`config.mk`:
```
export PLATFORM = sky130hd
export DESIGN_NAME = spqa_ram
export DESIGN_NICKNAME = d
export VERILOG_FILES = /design/src/hdl/spqa_ram.sv
export SDC_FILE = /design/constraint.sdc
export NUM_CORES = 1
export LEC_CHECK = 0
export BUFFER_PORTS_ARGS = -buffer_cell sky130_fd_sc_hd__buf_4
export CORE_UTILIZATION = 65
export CTS_CLUSTER_DIAMETER = 80
export CTS_CLUSTER_SIZE = 14
export DETAILED_ROUTE_END_ITERATION = 8
export GPL_TIMING_DRIVEN = 0
export PLACE_DENSITY = 0.84
export SLEW_MARGIN = 20
export SYNTH_ARGS = -nofsm -noshare
export SYNTH_HDL_FRONTEND = slang
export SYNTH_SLANG_ARGS = --single-unit
export TNS_END_PERCENT = 5
```
`constraint.sdc`:
```
create_clock -name i_clk -period 5.8 [get_ports i_clk]
set_clock_uncertainty 0.15 [all_clocks]
set_input_delay 1.45 -clock i_clk [delete_from_list [all_inputs] [get_ports i_clk]]
set_output_delay 1.45 -clock i_clk [all_outputs]
set_load 0.005 [all_outputs]
```
`src/hdl/spqa_ram.sv`:
```
module spqa_ram #(
    parameter int unsigned WIDTH = 8,
    parameter int unsigned DEPTH = 16,
    localparam int unsigned AW   = (DEPTH > 1) ? $clog2(DEPTH) : 1
) (
    input  logic             i_clk,
    input  logic             i_we,
    input  logic [AW-1:0]    i_waddr,
    input  logic [WIDTH-1:0] i_wdata,
    input  logic             i_re,
    input  logic [AW-1:0]    i_raddr,
    output logic [WIDTH-1:0] o_rdata
);

    logic [WIDTH-1:0] r_mem [DEPTH];
    logic [WIDTH-1:0] r_rdata;

    always_ff @(posedge i_clk) begin
        if (i_we) begin
            r_mem[i_waddr] <= i_wdata;
        end
        if (i_re) begin
            r_rdata <= r_mem[i_raddr];
        end
    end

    assign o_rdata = r_rdata;

endmodule

```
==> flow_summary.ini, run 1 <==
[clock_tree]
root_buffer = clkbuf_8
cts_buffers = 17
post_cts_buffers = 0
postCtsResizedCells = 0
clk_pin_slew_ns = 0.06
clock-sinks = 136
cts_tree = built
cts_hold_buf = 0
clk_path_buf_depth = 2
h-tree-depth = 4
insertion_delay_ns = 0.52

[power_and_ir_drop]
pwr-share-comb_pct = 5.1
max-vdd-ir-drop_mv = 0.276
clock_power_share_pct = 44.7
switchingPower_w = 0.000460
p_sw_share_pct = 20.7
leakage_nw = 2.05
pwr-share-seq_pct = 50.2
p_per_area_nw_per_um2 = 363
finalPower_w = 0.00222
p_int_w = 0.00176

[yosys]
synth.top_cell.area_share_pct = 78.1
yosysSeqAreaShare_pct = 78.1
syn_inst = 229
yosys_register_bits = 136
syn_area_per_cell_um2 = 22.8
yosysMostFrequentCell = edfxtp_1
yosysWarnings = 0
netlist_area_um2 = 5230
synthesis.nets = 248
yosysUniqueCellTypes = 18
synth.area.top_cells = edfxtp_1 (78%), mux4_2 (7.8%), mux4_1 (7.0%)
yosysTopAreaCell = edfxtp_1
synthTopCellsByCount = edfxtp_1 (136), mux4_2 (18), a22oi_1 (16)
synth_ff_type = edfxtp_1
async_reset_ff_share_pct = 0
synth_edf_count = 136

[sta]
slew_headroom_pct = 45.0
slew_violations = 0
worst_pin_slew_ns = 0.822
grt_setup_unrepaired = false
finalSetupTns_ns = 0
final-setup-viol-count = 0
fmax_mhz = 363
holdWs_ns = 0.629
min_period_over_period_pct = 47.5
post-route-min-period_ns = 2.76
finalHoldViolCount = 0

[worst_setup_path]
crit_arrival_ns = 2.75
critPathRequiredTime_ns = 5.80
cp_slowest_cell = nor2_1
critPathKind = in -> reg
critPathMaxFanout = 8
cp_slowest_stage_delay_ns = 0.63
critPathLaunchType = input port
critPathCaptureType = flop
path_cells = buf_4 > or3b_2 > nor2_1

[floorplanning]
die-height_um = 91.7
initial_utilization_pct = 67.3
die_area_um2 = 8410
die_x_um = 91.7
placeableCoreArea_um2 = 7770
std_cell_rows = 32
pin_count = 27

[grt]
antenna_found_initial = 0
grt_max_degree = 17
track_usage_pct = 29.4
gr-total-overflow = 0
grt_pass1_wl_mm = 16.3
first_global_vias = 2549

[min_path]
hold_path_class = reg -> reg

[detailed_routing]
wl_met3_mm = 1.04
wl_mm = 11.0
drt-met1-wl_mm = 4.23
drt_first_pass_iters = 5
via_per_inst = 6.89
ant_nets = 0
wl_met2_mm = 5.55
vias = 2673
maxUsedRoutingLayer = met4
drt-wirelength-per-cell_um = 28.3
drc = 0
first_iter_violations = 292

[placed_design]
portBuffers = 25
gp_congestion = 0.723
hpwl_mm = 6.61

[final_layout]
n_fill_cell = 373
nNetsFinal = 292
drive_gt1_share_pct = 30.8
n_antenna_cell = 0
syn2layout_area_growth_pct = 17.0

[outcome]
run_status = completed

[run]
drv_cap = 0
cell families after synthesis:
family,count (synthesis),share of synthesized area (%)
DFF,136,78.1
and+or+nand+nor,35,3.14
buffers and inverters,10,1.65
AOI/OAI and AO/OA,16,2.30
muxes,32,14.8
worst paths after layout:
check	start	endpoint	slack [ns]	cells past startpoint
setup / recovery	i_waddr[2]	r_mem[1][4]	3.04	3
hold / removal	r_mem[9][4]	o_rdata[4]	0.63	3
setup reg to reg	r_mem[4][2]	o_rdata[2]	4.00	3
hold reg to reg	r_mem[9][4]	o_rdata[4]	0.63	3
through the flow:
stage	util, %	area [µm²]	worst slack (ns)	instances
2_1_floorplan	-	5230	2.71	229
3_3_place_gp	71.4	5540	2.17	356
3_5_place_dp	71.6	5560	2.52	356
4_1_cts	78.7	6110	3.00	388
5_1_grt	78.7	6110	3.03	388
6_report	78.7	6110	3.04	388
layer usage:
layer  vias to the layer above  global-route usage [%]
li1                       1070                       -
met1                      1403                    40.8
met2                       179                    45.7
met3                        21                    8.37
met4                         0                    10.8
met5                         -                       0
layout by cell type, fill, tap and decap left out, types with 2 or more instances in the layout:
cell type	Yosys	final
clkinv_2	0	6
clkdlybuf4s25_2	3	3
nand3b_1	2	2
nor2_1	13	13
nand2b_1	2	2
clkinv_4	0	2
buf_2	3	3
a22oi_1	16	16
mux4_1	14	14
mux4_2	18	18
clkinvlp_4	0	3
nand2_1	9	9
bufinv_16	0	2
edfxtp_1	136	136
buf_4	1	26
clkbuf_16	0	16
buf_6	3	3
nor3_2	0	4
power groups by stage:
stage | registers, W | logic (W) | clock network, W
after floorplan | 0.00113 | 0.0000559 | 0
after global placement | 0.00113 | 0.000104 | 0
after detailed placement | 0.00113 | 0.000110 | 0
after CTS | 0.00112 | 0.000113 | 0.000994
after global routing | 0.00112 | 0.000120 | 0.00104
final | 0.00111 | 0.000113 | 0.000993
worst max-delay path: cells and delay by family:
kind                   cells  cell delay [ns]
buffers and inverters      1             0.12
and+or+nand+nor            2             1.18
sequential cells by signal, indices dropped and copies added, names as in the netlist:
signal and cells:
r_mem 128, o_rdata 8
cell type report:
cell class / instances / area, µm² / area share [%]
plain buffers: 10 / 86.3 / 1.41
clock buffers: 18 / 418 / 6.83
clock inverters: 14 / 134 / 2.19
multi-input cells: 83 / 1080 / 17.6
flip-flops and latches: 136 / 4080 / 66.8
well taps: 102 / 128 / 2.09
repair buffers: 25 / 188 / 3.07
Note: power is estimated with default switching activity, not from simulation.
==> run 2, diff against run 1 <==
CORE_UTILIZATION = 54   (was 65)
PLACE_DENSITY = 0.74   (was 0.84)
clock period = 2.24 ns   (was 5.8 ns; I/O delays follow)
==> run 2 against run 1 <==
Flip-flop and latch count unchanged. Routed wire length decreased by 12%. Utilization decreased by 12 points.
==> flow_summary.ini, run 2 (synthesis results as in run 1) <==
[outcome]
run_status = completed

[worst_setup_path]
path_cells = buf_4 > or3b_2 > nor2_1
critPathLaunchType = input port
critPathBufInv = 1
cp_slowest_stage_delay_ns = 0.64
cp_top_family = simple AND/OR/NAND/NOR gates
cp_slowest_cell = nor2_1
critPathMaxFanout = 8
crit_arrival_ns = 1.86
critPathKind = in -> reg
critPathCaptureType = flop
critPathRequiredTime_ns = 2.23

[final_layout]
n_antenna_cell = 0
fin_area_um2 = 6220
top_register = r_mem
final_core_util_pct = 66.7
drive_gt1_share_pct = 30.1
largest_reg_flops = 128
final_common_cell = edfxtp_1
final_cell_mix = edfxtp_1 (136), buf_4 (26), mux4_2 (18)
syn2layout_area_growth_pct = 19.0
nNetsFinal = 292

[power_and_ir_drop]
leakage_nw = 2.08
p_sw_share_pct = 19.1
p_per_area_nw_per_um2 = 974
pwr-share-comb_pct = 4.7
p_int_w = 0.00490
switchingPower_w = 0.00116
max-vdd-ir-drop_mv = 0.675
clock_power_share_pct = 47.8
pwr-share-seq_pct = 47.6

[clock_tree]
cts_hold_buf = 0
clock-sinks = 136
clk_path_buf_depth = 2
clk_pin_slew_ns = 0.06
cts_buffers = 17
post_cts_buffers = 0
postCtsResizedCells = 0
root_buffer = clkbuf_8
cts_tree = built
insertion_delay_ns = 0.51
h-tree-depth = 4

[sta]
fmax_mhz = 535
final-setup-viol-count = 0
worst_pin_slew_ns = 0.802
post-route-min-period_ns = 1.87
min_period_over_period_pct = 83.5
grt_setup_unrepaired = false
finalSetupTns_ns = 0
slew_headroom_pct = 46.3
fin_ws_ns = 0.369
slew_violations = 0
finalHoldViolCount = 0

[detailed_routing]
via_per_inst = 5.94
drc = 0
wl_mm = 9.67
ant_nets = 0
drt_first_pass_iters = 6
vias = 2464
drt-wirelength-per-cell_um = 23.3
first_iter_violations = 290

[grt]
use_met1_pct = 30.5
grt_pass1_wl_mm = 14.5
first_global_vias = 2406
grt_max_degree = 17
grtUsageMet3_pct = 5.64
use_met2_pct = 32.8
grt.busiest_layer = met2
antenna_found_initial = 0
gr-total-overflow = 0
track_usage_pct = 21.5

[floorplanning]
pin_count = 27
placeableCoreArea_um2 = 9330
initial_utilization_pct = 56.0
std_cell_rows = 35
die_x_um = 100
die-height_um = 100
die_area_um2 = 10100

[placed_design]
gp_congestion = 0.739
dpl_worst_slack_ns = -0.164
hpwl_mm = 5.73
dpl_cell_area_um2 = 5600
portBuffers = 25

[run]
drv_cap = 0

[min_path]
hold_path_class = in -> reg
[run 2: cell count changes in the layout (fill, tap and decap cells not counted)]
cell | previous run | this run
clkinv_2 | 6 | 2
bufinv_16 | 2 | 5
clkinv_1 | 1 | 3
clkinvlp_4 | 3 | 1
clkinv_4 | 2 | 3
[run 2: cell type report]
type | count | area [µm²]
clock buffers | 18 | 418
repair buffers | 25 | 188
plain buffers | 10 | 86.3
well taps | 129 | 161
multi-input cells | 83 | 1080
flip-flops and latches | 136 | 4080
fillers | 553 | 3110
clock inverters | 14 | 205
[run 2: final timing paths]
path,start,end,slack [ns],cells past startpoint
setup / recovery,i_waddr[2],r_mem[1][1],0.37,3
hold / removal,i_re,o_rdata[4],0.17,1
setup reg to reg,r_mem[2][0],o_rdata[0],0.55,3
hold reg to reg,r_mem[11][2],o_rdata[2],0.61,3
[run 2: worst reg2reg max path: stages, from the launching register on]
cell and delay (ns):
edfxtp_1 0.37, mux4_1 0.51, a22oi_1 0.30, nand2_1 0.10
[run 2: through the flow]
stage,total power [W],instances,hold slack (ns)
3_5_place_dp,0.00322,383,0.592
4_1_cts,0.00609,415,0.145
6_report,0.00606,415,0.167
2_1_floorplan,0.00308,229,0.509
3_3_place_gp,0.00320,383,0.582
5_1_grt,0.00622,415,0.150
[run 2: metal layers]
metal / share of wire [%] / up-vias
met5: 0 / -
met4: 1.2 / 0
met3: 7.4 / 13
met2: 49 / 116
met1: 43 / 1263
li1: - / 1072
[run 2: power groups by stage]
stage                     clock (W)  combinational (W)  sequential [W]
after floorplan                   0           0.000145         0.00293
after global placement            0           0.000273         0.00293
after detailed placement          0           0.000282         0.00293
after CTS                   0.00293           0.000286         0.00288
after global routing        0.00303           0.000303         0.00289
final                       0.00289           0.000283         0.00288
