File: src/hdl/spqa_pkg.sv
package spqa_pkg;

    // default sizing
    localparam int unsigned LEVELS_DEF       = 4;
    localparam int unsigned DEPTH_DEF        = 64;
    localparam int unsigned CATEGORIES_DEF   = 4;
    localparam int unsigned PAYLOAD_BITS_DEF = 32;

    // register file: seven 32-bit registers at 4-byte stride
    localparam int unsigned CFG_AW = 5;

    localparam logic [2:0] REG_MAX_ITEMS = 3'd0;
    localparam logic [2:0] REG_THRESH    = 3'd1;
    localparam logic [2:0] REG_LIM_EN    = 3'd2;
    localparam logic [2:0] REG_LIM0      = 3'd3;
    localparam logic [2:0] REG_LIM1      = 3'd4;
    localparam logic [2:0] REG_LIM2      = 3'd5;
    localparam logic [2:0] REG_LIM3      = 3'd6;

    localparam logic [8:0] MAX_ITEMS_RST = 9'd256;
    localparam logic [8:0] THRESH_RST    = 9'd205;
    localparam logic [8:0] LIM_RST       = 9'd256;
    // 1.0 in Q1.8
    localparam logic [8:0] Q_ONE         = 9'd256;

    // operation codes
    localparam logic [1:0] OP_ENQ = 2'd0;
    localparam logic [1:0] OP_DEQ = 2'd1;
    localparam logic [1:0] OP_CLR = 2'd2;

    // refusal reasons
    localparam logic [2:0] RSN_NONE  = 3'd0;
    localparam logic [2:0] RSN_PRESS = 3'd1;
    localparam logic [2:0] RSN_CAT   = 3'd2;
    localparam logic [2:0] RSN_MAX   = 3'd3;
    localparam logic [2:0] RSN_FULL  = 3'd4;

    typedef struct packed {
        logic [8:0]      max_items;
        logic [8:0]      thresh;
        logic [3:0]      lim_en;
        logic [3:0][8:0] lim;
    } t_cfg;

endpackage

File: src/hdl/spqa_cfg.sv
module spqa_cfg (
    input  logic                        i_clk,
    input  logic                        i_rst_n,
    input  logic                        psel,
    input  logic                        penable,
    input  logic                        pwrite,
    input  logic [spqa_pkg::CFG_AW-1:0] paddr,
    input  logic [31:0]                 pwdata,
    output logic [31:0]                 prdata,
    output logic                        pready,
    output spqa_pkg::t_cfg              o_cfg
);
    import spqa_pkg::*;

    t_cfg       r_cfg;
    logic [2:0] w_idx;

    assign w_idx  = paddr[CFG_AW-1:2];
    assign pready = 1'b1;
    assign o_cfg  = r_cfg;

    always_ff @(posedge i_clk) begin
        if (!i_rst_n) begin
            r_cfg.max_items <= MAX_ITEMS_RST;
            r_cfg.thresh    <= THRESH_RST;
            r_cfg.lim_en    <= '0;
            r_cfg.lim       <= {4{LIM_RST}};
        end else if (psel && penable && pwrite) begin
            unique case (w_idx)
                REG_MAX_ITEMS: r_cfg.max_items <= pwdata[8:0];
                REG_THRESH:    r_cfg.thresh    <= pwdata[8:0];
                REG_LIM_EN:    r_cfg.lim_en    <= pwdata[3:0];
                REG_LIM0:      r_cfg.lim[0]    <= pwdata[8:0];
                REG_LIM1:      r_cfg.lim[1]    <= pwdata[8:0];
                REG_LIM2:      r_cfg.lim[2]    <= pwdata[8:0];
                REG_LIM3:      r_cfg.lim[3]    <= pwdata[8:0];
                default: ;
            endcase
        end
    end

    always_comb begin
        unique case (w_idx)
            REG_MAX_ITEMS: prdata = {23'd0, r_cfg.max_items};
            REG_THRESH:    prdata = {23'd0, r_cfg.thresh};
            REG_LIM_EN:    prdata = {28'd0, r_cfg.lim_en};
            REG_LIM0:      prdata = {23'd0, r_cfg.lim[0]};
            REG_LIM1:      prdata = {23'd0, r_cfg.lim[1]};
            REG_LIM2:      prdata = {23'd0, r_cfg.lim[2]};
            REG_LIM3:      prdata = {23'd0, r_cfg.lim[3]};
            default:       prdata = '0;
        endcase
    end

endmodule

File: config.mk
export PLATFORM = sky130hd
export DESIGN_NAME = spqa_cfg
export DESIGN_NICKNAME = d
export VERILOG_FILES = /design/src/hdl/spqa_pkg.sv /design/src/hdl/spqa_cfg.sv
export SDC_FILE = /design/constraint.sdc
export NUM_CORES = 1
export LEC_CHECK = 0
export ABC_AREA = 1
export BUFFER_PORTS_ARGS = -buffer_cell sky130_fd_sc_hd__buf_2
export CAP_MARGIN = 20
export CORE_ASPECT_RATIO = 0.9
export CORE_MARGIN = 5
export CORE_UTILIZATION = 49
export DETAILED_ROUTE_END_ITERATION = 6
export PLACE_DENSITY = 0.81
export SLEW_MARGIN = 20
export SYNTH_ARGS = -nofsm -noshare
export SYNTH_HDL_FRONTEND = slang
export SYNTH_SLANG_ARGS = --single-unit
File: constraint.sdc
create_clock -name i_clk -period 1.4 [get_ports i_clk]
set_input_delay 0.28 -clock i_clk [delete_from_list [all_inputs] [get_ports i_clk]]
set_output_delay 0.28 -clock i_clk [all_outputs]
set_load 0.01 [all_outputs]
==> results.json, run 1 <==
{
  "p_total_mw": 3.78,
  "drtPass1Iterations": 5,
  "fin_ws_ns": -0.0788,
  "synth.avg_cell_area_um2": 6.74,
  "io_buffers": 83,
  "drcViolationCount": 0,
  "grt_util_met2_pct": 37.6,
  "reg2reg_to": "o_cfg[28]$_SDFFE_PN0P_",
  "wl_per_cell_um": 14.5,
  "start_kind": "primary input",
  "synth_area_leader_cell": "dfxtp_1",
  "antenna_found_initial": 0,
  "cp.required_ns": 1.12,
  "layout_min_cycle_time_ns": 1.48,
  "totalWireLength_um": 9960,
  "drive_above_1_share_pct": 36.2,
  "peakVddDrop_mv": 0.653,
  "synth-seq-cells": 58,
  "outcome": "complete, but fails checks",
  "syn_inst": 484,
  "place_hpwl_um": 7060,
  "grt_busiest_layer": "met2",
  "internal_power_mw": 2.75,
  "post-place-ws_ns": -0.187,
  "path_class": "in -> out",
  "start_util_pct": 50.0,
  "worstHoldStart": "pwdata[7]",
  "multi_input_area_um2": 1850,
  "rows": 28,
  "nFillCells": 579,
  "power_density_nw_per_um2": 878,
  "seq_area_um2": 1170,
  "core_um2": 6520,
  "via_per_inst": 5.04,
  "reg2reg_from": "o_cfg[28]$_SDFFE_PN0P_",
  "r2r_cells": 3,
  "grtUsageMet1_pct": 31.0,
  "combPwrFrac_pct": 14.3,
  "clockBufferDepth": 2,
  "dieArea_um2": 8390,
  "netlist-cell-type-count": 23,
  "failed_checks": "negative setup slack",
  "grt-ovfl-total": 0,
  "syn_area_um2": 3260,
  "grtUsageMet3_pct": 3.72,
  "crit_fanout": 9,
  "fin_tns_setup_ns": -0.552,
  "root_buffer": "clkbuf_8",
  "place.gp.congestion": 0.878,
  "cts_made_buffers": 9,
  "postRouteAntennaNets": 0,
  "cts_sinks": 58,
  "power.leakage_nw": 2.12,
  "p_clk_share_pct": 40.9,
  "cts_tree": "yes",
  "endpoint_kind": "output port",
  "switchingPower_mw": 1.02,
  "areaGrowthSynthToFinish_pct": 31.8,
  "nets": 633,
  "clock_latency_ns": 0.33,
  "antenna_cells": 0,
  "synth_area_leaders": "dfxtp_1 (36%), nand2_1 (16%), nor2_1 (13%), nand3_1 (6.6%), buf_4 (6.2%)",
  "clkTransAtPathRegs_ns": 0.06,
  "cts.htree.levels": 3,
  "hold_viol": 0,
  "p_seq_share_pct": 44.8,
  "r2r_setup_slack_ns": 0.69,
  "synth_top_area_share_pct": 35.6,
  "utilization_pct": 66.0,
  "rsz0062_at_grt": "true",
  "track_usage_pct": 23.5,
  "min_to": "o_cfg[47]$_SDFFE_PN1P_",
  "grt_max_degree": 59,
  "die_w_um": 96.0,
  "io_pins": 133,
  "fin_skew_ns": 0,
  "vias": 3459,
  "setup_viol": 9,
  "drtIter0Drc": 275,
  "largest_reg_flops": 58,
  "grt_pass1_vias": 3110,
  "hp-class": "in -> reg",
  "maxCapViolations": 0,
  "die_h_um": 87.4,
  "cts_hold_buf": 0,
  "max_freq_mhz": 676,
  "switching_share_pct": 27.0,
  "period_share_pct": 106,
  "whs_path_depth": 3,
  "grt_pass1_wl_um": 15100,
  "ys_seq_area_share_pct": 35.6,
  "final-max-slew-violation-count": 0,
  "holdWs_ns": 0.170,
  "yosysWarnings": 0,
  "arrival_ns": 1.20
}
## layout by cell type, fill, tap and decap left out, drive strengths merged
| cell | instances |
|---|---|
| o21ai | 5 |
| clkbuf | 15 |
| nand3 | 55 |
| nand2 | 139 |
| conb | 24 |
| inv | 20 |
| nand4 | 24 |
| dfxtp | 58 |
| nor2 | 128 |
| clkinv | 3 |
| a21oi | 2 |
| buf | 123 |
## cell usage after synthesis
| master | count |
|---|---|
| clkbuf_1 | 3 |
| nand3_1 | 43 |
| nand3_2 | 11 |
| inv_4 | 1 |
| nand2_2 | 2 |
| inv_2 | 2 |
| buf_1 | 2 |
| buf_4 | 27 |
| buf_6 | 8 |
| nand2_1 | 136 |
| buf_2 | 9 |
| nand2_8 | 1 |
| inv_1 | 18 |
| a21oi_1 | 2 |
| o21ai_0 | 5 |
| dfxtp_1 | 58 |
| nor2_2 | 9 |
| nor2_1 | 109 |
| nand4_1 | 24 |
| nor2_4 | 10 |
| clkinv_2 | 1 |
| conb_1 | 2 |
| nand3_4 | 1 |
## power groups by stage
stage | Sequential (mW) | Combinational, mW | Clock (mW)
2_1_floorplan | 1.73 | 0.342 | 0
3_3_place_gp | 1.73 | 0.477 | 0
6_report | 1.69 | 0.540 | 1.54
5_1_grt | 1.69 | 0.584 | 1.64
4_1_cts | 1.69 | 0.537 | 1.54
3_5_place_dp | 1.73 | 0.486 | 0
## per-layer routing
metal	vias to the layer above	wire (µm)
met2	163	4680
li1	1691	-
met1	1581	4150
met5	-	0
met4	0	264
met3	24	861
## logic make-up after synthesis
kind of cell	count (synthesis)	synth area share [%]
other	2	0.230
AO/OA/AOI/OAI	7	1.07
AND/OR/NAND/NOR	346	49.5
buffers and inverters	71	13.6
flip-flops	58	35.6
## area by class of cell
class	instances	share of cell area, %
multi-input cells	377	43.0
flip-flops and latches	58	27.3
repair buffers	123	20.1
clock buffers	15	4.57
well taps	90	2.62
inverters	22	2.30
clock inverters	1	0.116
## critical path: stages
cell and delay, ns:
buf_12 0.11, inv_4 0.13, nand2_8 0.06, nor2_4 0.17, nand2_1 0.07, nand2_1 0.11, inv_1 0.05, nand2_1 0.08
buf_2 0.13
## worst max-delay path by stage
stage / startpoint / endpoint / slack (ns) / depth (start not counted)
after floorplan: paddr[2] / prdata[6] / 0.05 / 9
after CTS: paddr[3] / prdata[8] / -0.1 / 10
after global placement: paddr[2] / prdata[5] / -0.19 / 9
after detailed placement: paddr[2] / prdata[2] / -0.19 / 8
final: paddr[3] / prdata[6] / -0.08 / 9
after global routing: paddr[3] / prdata[5] / -0.15 / 9
## through the flow
stage | instances | instance area (µm²)
6_report | 686 | 4300
5_1_grt | 686 | 4300
4_1_cts | 685 | 4220
3_5_place_dp | 661 | 3860
3_3_place_gp | 661 | 3860
2_1_floorplan | 506 | 3340
## what timing repair did
item                                    4_1_cts  5_1_grt
gates cloned                                  2        0
buffers inserted                              6        5
resized for setup                            20       40
pin swaps                                     8       22
endpoints found under the setup margin        9        9
Power figures use the tool's default switching activity.
==> run 2, diff against run 1 <==
--- a/config.mk
+++ b/config.mk
@@ -8,11 +8,11 @@
 export ABC_AREA = 1
 export BUFFER_PORTS_ARGS = -buffer_cell sky130_fd_sc_hd__buf_2
 export CAP_MARGIN = 20
-export CORE_ASPECT_RATIO = 0.9
+export CORE_ASPECT_RATIO = 1.75
 export CORE_MARGIN = 5
-export CORE_UTILIZATION = 49
+export CORE_UTILIZATION = 40
 export DETAILED_ROUTE_END_ITERATION = 6
-export PLACE_DENSITY = 0.81
+export PLACE_DENSITY = 0.68
 export SLEW_MARGIN = 20
 export SYNTH_ARGS = -nofsm -noshare
 export SYNTH_HDL_FRONTEND = slang
==> results.json, run 2 (synthesis results as in run 1) <==
{
  "hold_viol": 0,
  "endpoint_kind": "output port",
  "grt_max_degree": 59,
  "final_common_cell": "nand2_1",
  "track_usage_pct": 20.9,
  "clkTransAtPathRegs_ns": 0.05,
  "io_pins": 133,
  "failed_checks": "negative setup slack",
  "drcViolationCount": 0,
  "arrival_ns": 1.23,
  "postRouteAntennaNets": 0,
  "cp.required_ns": 1.12,
  "combPwrFrac_pct": 13.6,
  "drtPass1Iterations": 4,
  "switchingPower_mw": 1.08,
  "final-max-slew-violation-count": 0,
  "root_buffer": "clkbuf_16",
  "post-place-ws_ns": -0.186,
  "crit_top_cell": "buf_8",
  "grt-ovfl-total": 0,
  "via_per_inst": 4.95,
  "cts_tree": "yes",
  "nets": 642,
  "r2r_setup_slack_ns": 0.70,
  "cp_cell_sequence": "buf_8 > buf_12 > buf_8 > nand4_1 > nand2_2 > nor2_4 > nand2_1 > buf_2",
  "cts_sinks": 58,
  "clockBufferDepth": 2,
  "power.leakage_nw": 2.21,
  "antenna_cells": 0,
  "areaGrowthSynthToFinish_pct": 35.4,
  "nFillCells": 761,
  "start_util_pct": 40.9,
  "power_density_nw_per_um2": 954,
  "r2r_cells": 3,
  "die_h_um": 129,
  "place.gp.congestion": 0.874,
  "worstHoldStart": "pwdata[2]",
  "start_kind": "primary input",
  "reg2reg_from": "o_cfg[21]$_SDFFE_PN0P_",
  "grt_pass1_vias": 3266,
  "max_freq_mhz": 662,
  "totalWireLength_um": 10500,
  "cts.htree.levels": 3,
  "whs_path_depth": 3,
  "min_to": "o_cfg[42]$_SDFFE_PN1P_",
  "rows": 43,
  "switching_share_pct": 25.5,
  "antenna_found_initial": 0,
  "drive_above_1_share_pct": 35.4,
  "dieArea_um2": 10100,
  "layout_min_cycle_time_ns": 1.51,
  "fin_skew_ns": 0,
  "mostFrequentLayoutCells": "nand2_1 (130), nor2_1 (101), buf_2 (78), dfxtp_1 (44), nand3_1 (40)",
  "hp-class": "in -> reg",
  "vias": 3437,
  "internal_power_mw": 3.14,
  "core_um2": 7960,
  "p_seq_share_pct": 40.3,
  "clock_latency_ns": 0.32,
  "fin_area_um2": 4410,
  "die_w_um": 78.3,
  "grt_pass1_wl_um": 16200,
  "cts_made_buffers": 9,
  "io_buffers": 83,
  "peakVddDrop_mv": 0.541,
  "p_total_mw": 4.21,
  "wl_per_cell_um": 15.1,
  "outcome": "complete, but fails checks",
  "fin_ws_ns": -0.111,
  "cpMaxStageDelayCell": "nor2_4",
  "period_share_pct": 108,
  "largest_reg_flops": 58,
  "max_stage_delay_ns": 0.18,
  "reg2reg_to": "o_cfg[21]$_SDFFE_PN0P_",
  "crit_fanout": 6,
  "p_clk_share_pct": 46.2,
  "place_hpwl_um": 7540,
  "path_class": "in -> out",
  "setup_viol": 9,
  "maxCapViolations": 0,
  "placed_area_um2": 3870,
  "drtIter0Drc": 307,
  "rsz0062_at_grt": "true"
}
-- run 2: changes by cell type in the layout (fill, tap and decap cells not counted), moves of 3 or more --
cell	before	now
buf_8	1	4
clkbuf_8	14	1
nand3_2	23	14
dfxtp_2	11	14
dfxtp_1	47	44
buf_4	29	34
nand3_1	31	40
clkbuf_16	0	9
-- run 2: critical path, delay by kind of cell --
family	cells	cell delay [ns]
buf+inv	4	0.49
simple gates	4	0.46
-- run 2: worst max-delay path by stage --
stage,end,startpoint
3_5_place_dp,prdata[6],paddr[3]
6_report,prdata[2],paddr[4]
5_1_grt,prdata[2],o_cfg[20]$_SDFFE_PN0P_
4_1_cts,prdata[3],o_cfg[21]$_SDFFE_PN0P_
3_3_place_gp,prdata[0],paddr[2]
2_1_floorplan,prdata[6],paddr[2]
-- run 2: routing by layer --
metal	part of all wire, %	vias up	wire length, µm	global-route usage [%]
met3	7.3	34	763	5.35
met1	38	1539	3940	22.7
li1	-	1719	-	-
met4	5.8	0	604	13.7
met5	0	-	0	0
met2	49	145	5170	35.6
-- run 2: area by class of cell --
cell class | instances | area (µm²) | area share [%]
clock inverters | 3 | 15.0 | 0.340
inverters | 22 | 97.6 | 2.21
flip-flops and latches | 58 | 1180 | 26.7
clock buffers | 13 | 250 | 5.67
well taps | 90 | 113 | 2.55
repair buffers | 131 | 953 | 21.6
repair inverters | 1 | 7.51 | 0.170
multi-input cells | 377 | 1800 | 40.8
-- run 2: power by group through the flow --
stage | Combinational (mW) | Clock [mW] | Sequential (mW)
detailed placement | 0.494 | 0 | 1.73
global route | 0.614 | 2.05 | 1.70
finish | 0.572 | 1.94 | 1.70
global placement | 0.487 | 0 | 1.73
floorplan | 0.342 | 0 | 1.73
CTS | 0.552 | 1.97 | 1.69
-- run 2: what timing repair did --
action / in CTS / in global routing
endpoints found under the hold margin: 0 / 0
resized for setup: 45 / 12
hold buffers: 0 / 0
cloned: 1 / 0
pin swaps: 25 / 20
endpoints found under the setup margin: 9 / 9
setup buffers: 11 / 2
-- run 2: per-stage QoR --
stage                     setup TNS, ns  util [%]  hold slack, ns  cells
final                            -0.562      55.4           0.184    695
after detailed placement          -4.79      48.6           0.471    666
after global placement            -3.51      48.6           0.469    666
after floorplan                       0         -           0.406    506
after CTS                        -0.493      54.8           0.178    693
after global routing              -1.01      55.4           0.178    695
==> run 3, diff against run 2 <==
==> constraint.sdc (replaced) <==
create_clock -name i_clk -period 1.4 [get_ports i_clk]
set_input_delay 0.28 -clock i_clk [delete_from_list [all_inputs] [get_ports i_clk]]
set_output_delay 0.28 -clock i_clk [all_outputs]
set_load 0.1 [all_outputs]
==> results.json, run 3 (synthesis results as in run 1) <==
{
  "outcome": "complete, but fails checks",
  "failed_checks": "negative setup slack",
  "maxCapViolations": 0,
  "clockBufferDepth": 2,
  "hp-class": "in -> reg",
  "hold_viol": 0,
  "holdWs_ns": 0.181,
  "final-max-slew-violation-count": 0,
  "core_um2": 7960,
  "reg2reg_to": "o_cfg[29]$_SDFFE_PN0P_",
  "antenna_found_initial": 0,
  "max_freq_mhz": 658,
  "power.leakage_nw": 2.23,
  "setup_viol": 9,
  "antenna_cells": 0,
  "areaGrowthSynthToFinish_pct": 48.8,
  "crit_fanout": 3,
  "cts_tree": "yes",
  "fin_area_um2": 4850,
  "start_util_pct": 40.9,
  "io_pins": 133,
  "place_hpwl_um": 7360,
  "drtPass1Iterations": 5,
  "cp.required_ns": 1.12,
  "largest_reg_flops": 58,
  "reg2reg_from": "o_cfg[29]$_SDFFE_PN0P_",
  "fin_skew_ns": 0,
  "wl_per_cell_um": 15.0,
  "period_share_pct": 109,
  "layout_min_cycle_time_ns": 1.52,
  "path_class": "reg -> out",
  "drcViolationCount": 0,
  "io_buffers": 83,
  "min_to": "o_cfg[42]$_SDFFE_PN1P_",
  "postRouteAntennaNets": 0,
  "fin_tns_setup_ns": -0.868,
  "rows": 43,
  "worstSetupStartpoint": "o_cfg[5]$_SDFFE_PN0P_",
  "drtIter0Drc": 261,
  "rsz0062_at_grt": "true",
  "placed_cells": 659,
  "power_density_nw_per_um2": 966,
  "cts_made_buffers": 9,
  "arrival_ns": 1.24,
  "nets": 630,
  "start_kind": "register",
  "endpoint_kind": "output port",
  "track_usage_pct": 20.8,
  "peakVddDrop_mv": 0.662,
  "r2r_setup_slack_ns": 0.69,
  "fin_ws_ns": -0.119,
  "grt_max_degree": 59,
  "vias": 3527,
  "drive_above_1_share_pct": 45.5,
  "grt_pass1_vias": 3344,
  "clkTransAtPathRegs_ns": 0.05,
  "root_buffer": "clkbuf_16",
  "place.gp.congestion": 0.855,
  "r2r_cells": 3,
  "cts_sinks": 58,
  "whs_path_depth": 3,
  "die_w_um": 78.3,
  "p_total_mw": 4.69,
  "worstHoldStart": "pwdata[2]",
  "placed_area_um2": 4370,
  "die_h_um": 129,
  "cts.htree.levels": 3,
  "layout.cells.non_filler": 683,
  "grt_pass1_wl_um": 16400,
  "clock_latency_ns": 0.33,
  "final_common_cell": "nand2_1",
  "via_per_inst": 5.16,
  "mostFrequentLayoutCells": "nand2_1 (121), nor2_1 (92), buf_2 (49), nand3_1 (39), dfxtp_4 (31)",
  "dieArea_um2": 10100,
  "grt-ovfl-total": 0,
  "totalWireLength_um": 10300
}
==> run 3: final cells by class <==
class | count | area, µm²
clock buffers | 12 | 246
repair buffers | 120 | 1110
inverters | 22 | 97.6
well taps | 90 | 113
multi-input cells | 377 | 1960
clock inverters | 4 | 18.8
fillers | 709 | 3110
flip-flops and latches | 58 | 1310
==> run 3: how the worst max path moves through the flow <==
stage                           end  slack, ns  cells after the start
after floorplan           prdata[4]      -0.04                      7
after global placement    prdata[7]      -0.21                      8
after detailed placement  prdata[7]      -0.23                      8
after CTS                 prdata[5]      -0.12                      5
after global routing      prdata[7]      -0.16                      8
final                     prdata[5]      -0.12                      5
==> run 3: metrics by stage <==
stage / setup slack (ns) / util [%]
after floorplan: -0.0364 / -
after CTS: -0.125 / 60.1
after global routing: -0.156 / 61.0
after detailed placement: -0.228 / 54.9
final: -0.119 / 61.0
after global placement: -0.212 / 54.9
==> run 3: critical path, cell delays in order, from the launching register on <==
cell,delay [ns]
dfxtp_4,0.34
nand4_1,0.08
nand2_1,0.09
nor2_4,0.17
nand2_8,0.06
buf_12,0.16
==> run 3: report_power, final <==
part / switching (mW) / total (mW) / leakage (nW) / internal (mW)
Sequential: 0.0196 / 1.64 / 0.498 / 1.63
Clock: 0.731 / 1.96 / 0.134 / 1.23
Combinational: 0.836 / 1.09 / 1.60 / 0.251
==> run 3: routing by layer <==
layer	GRT usage (%)	wire, µm	share of wire [%]
met1	24.2	3940	38
met2	34.8	5160	50
met3	4.31	688	6.7
met4	12.8	470	4.6
met5	0	0	0
==> run 3: what timing repair did <==
action,CTS,global route
buffers inserted,7,1
cloned,0,0
pin swaps,25,13
gates resized for setup,30,20
hold buffers,0,0
endpoints found under the setup margin,11,22
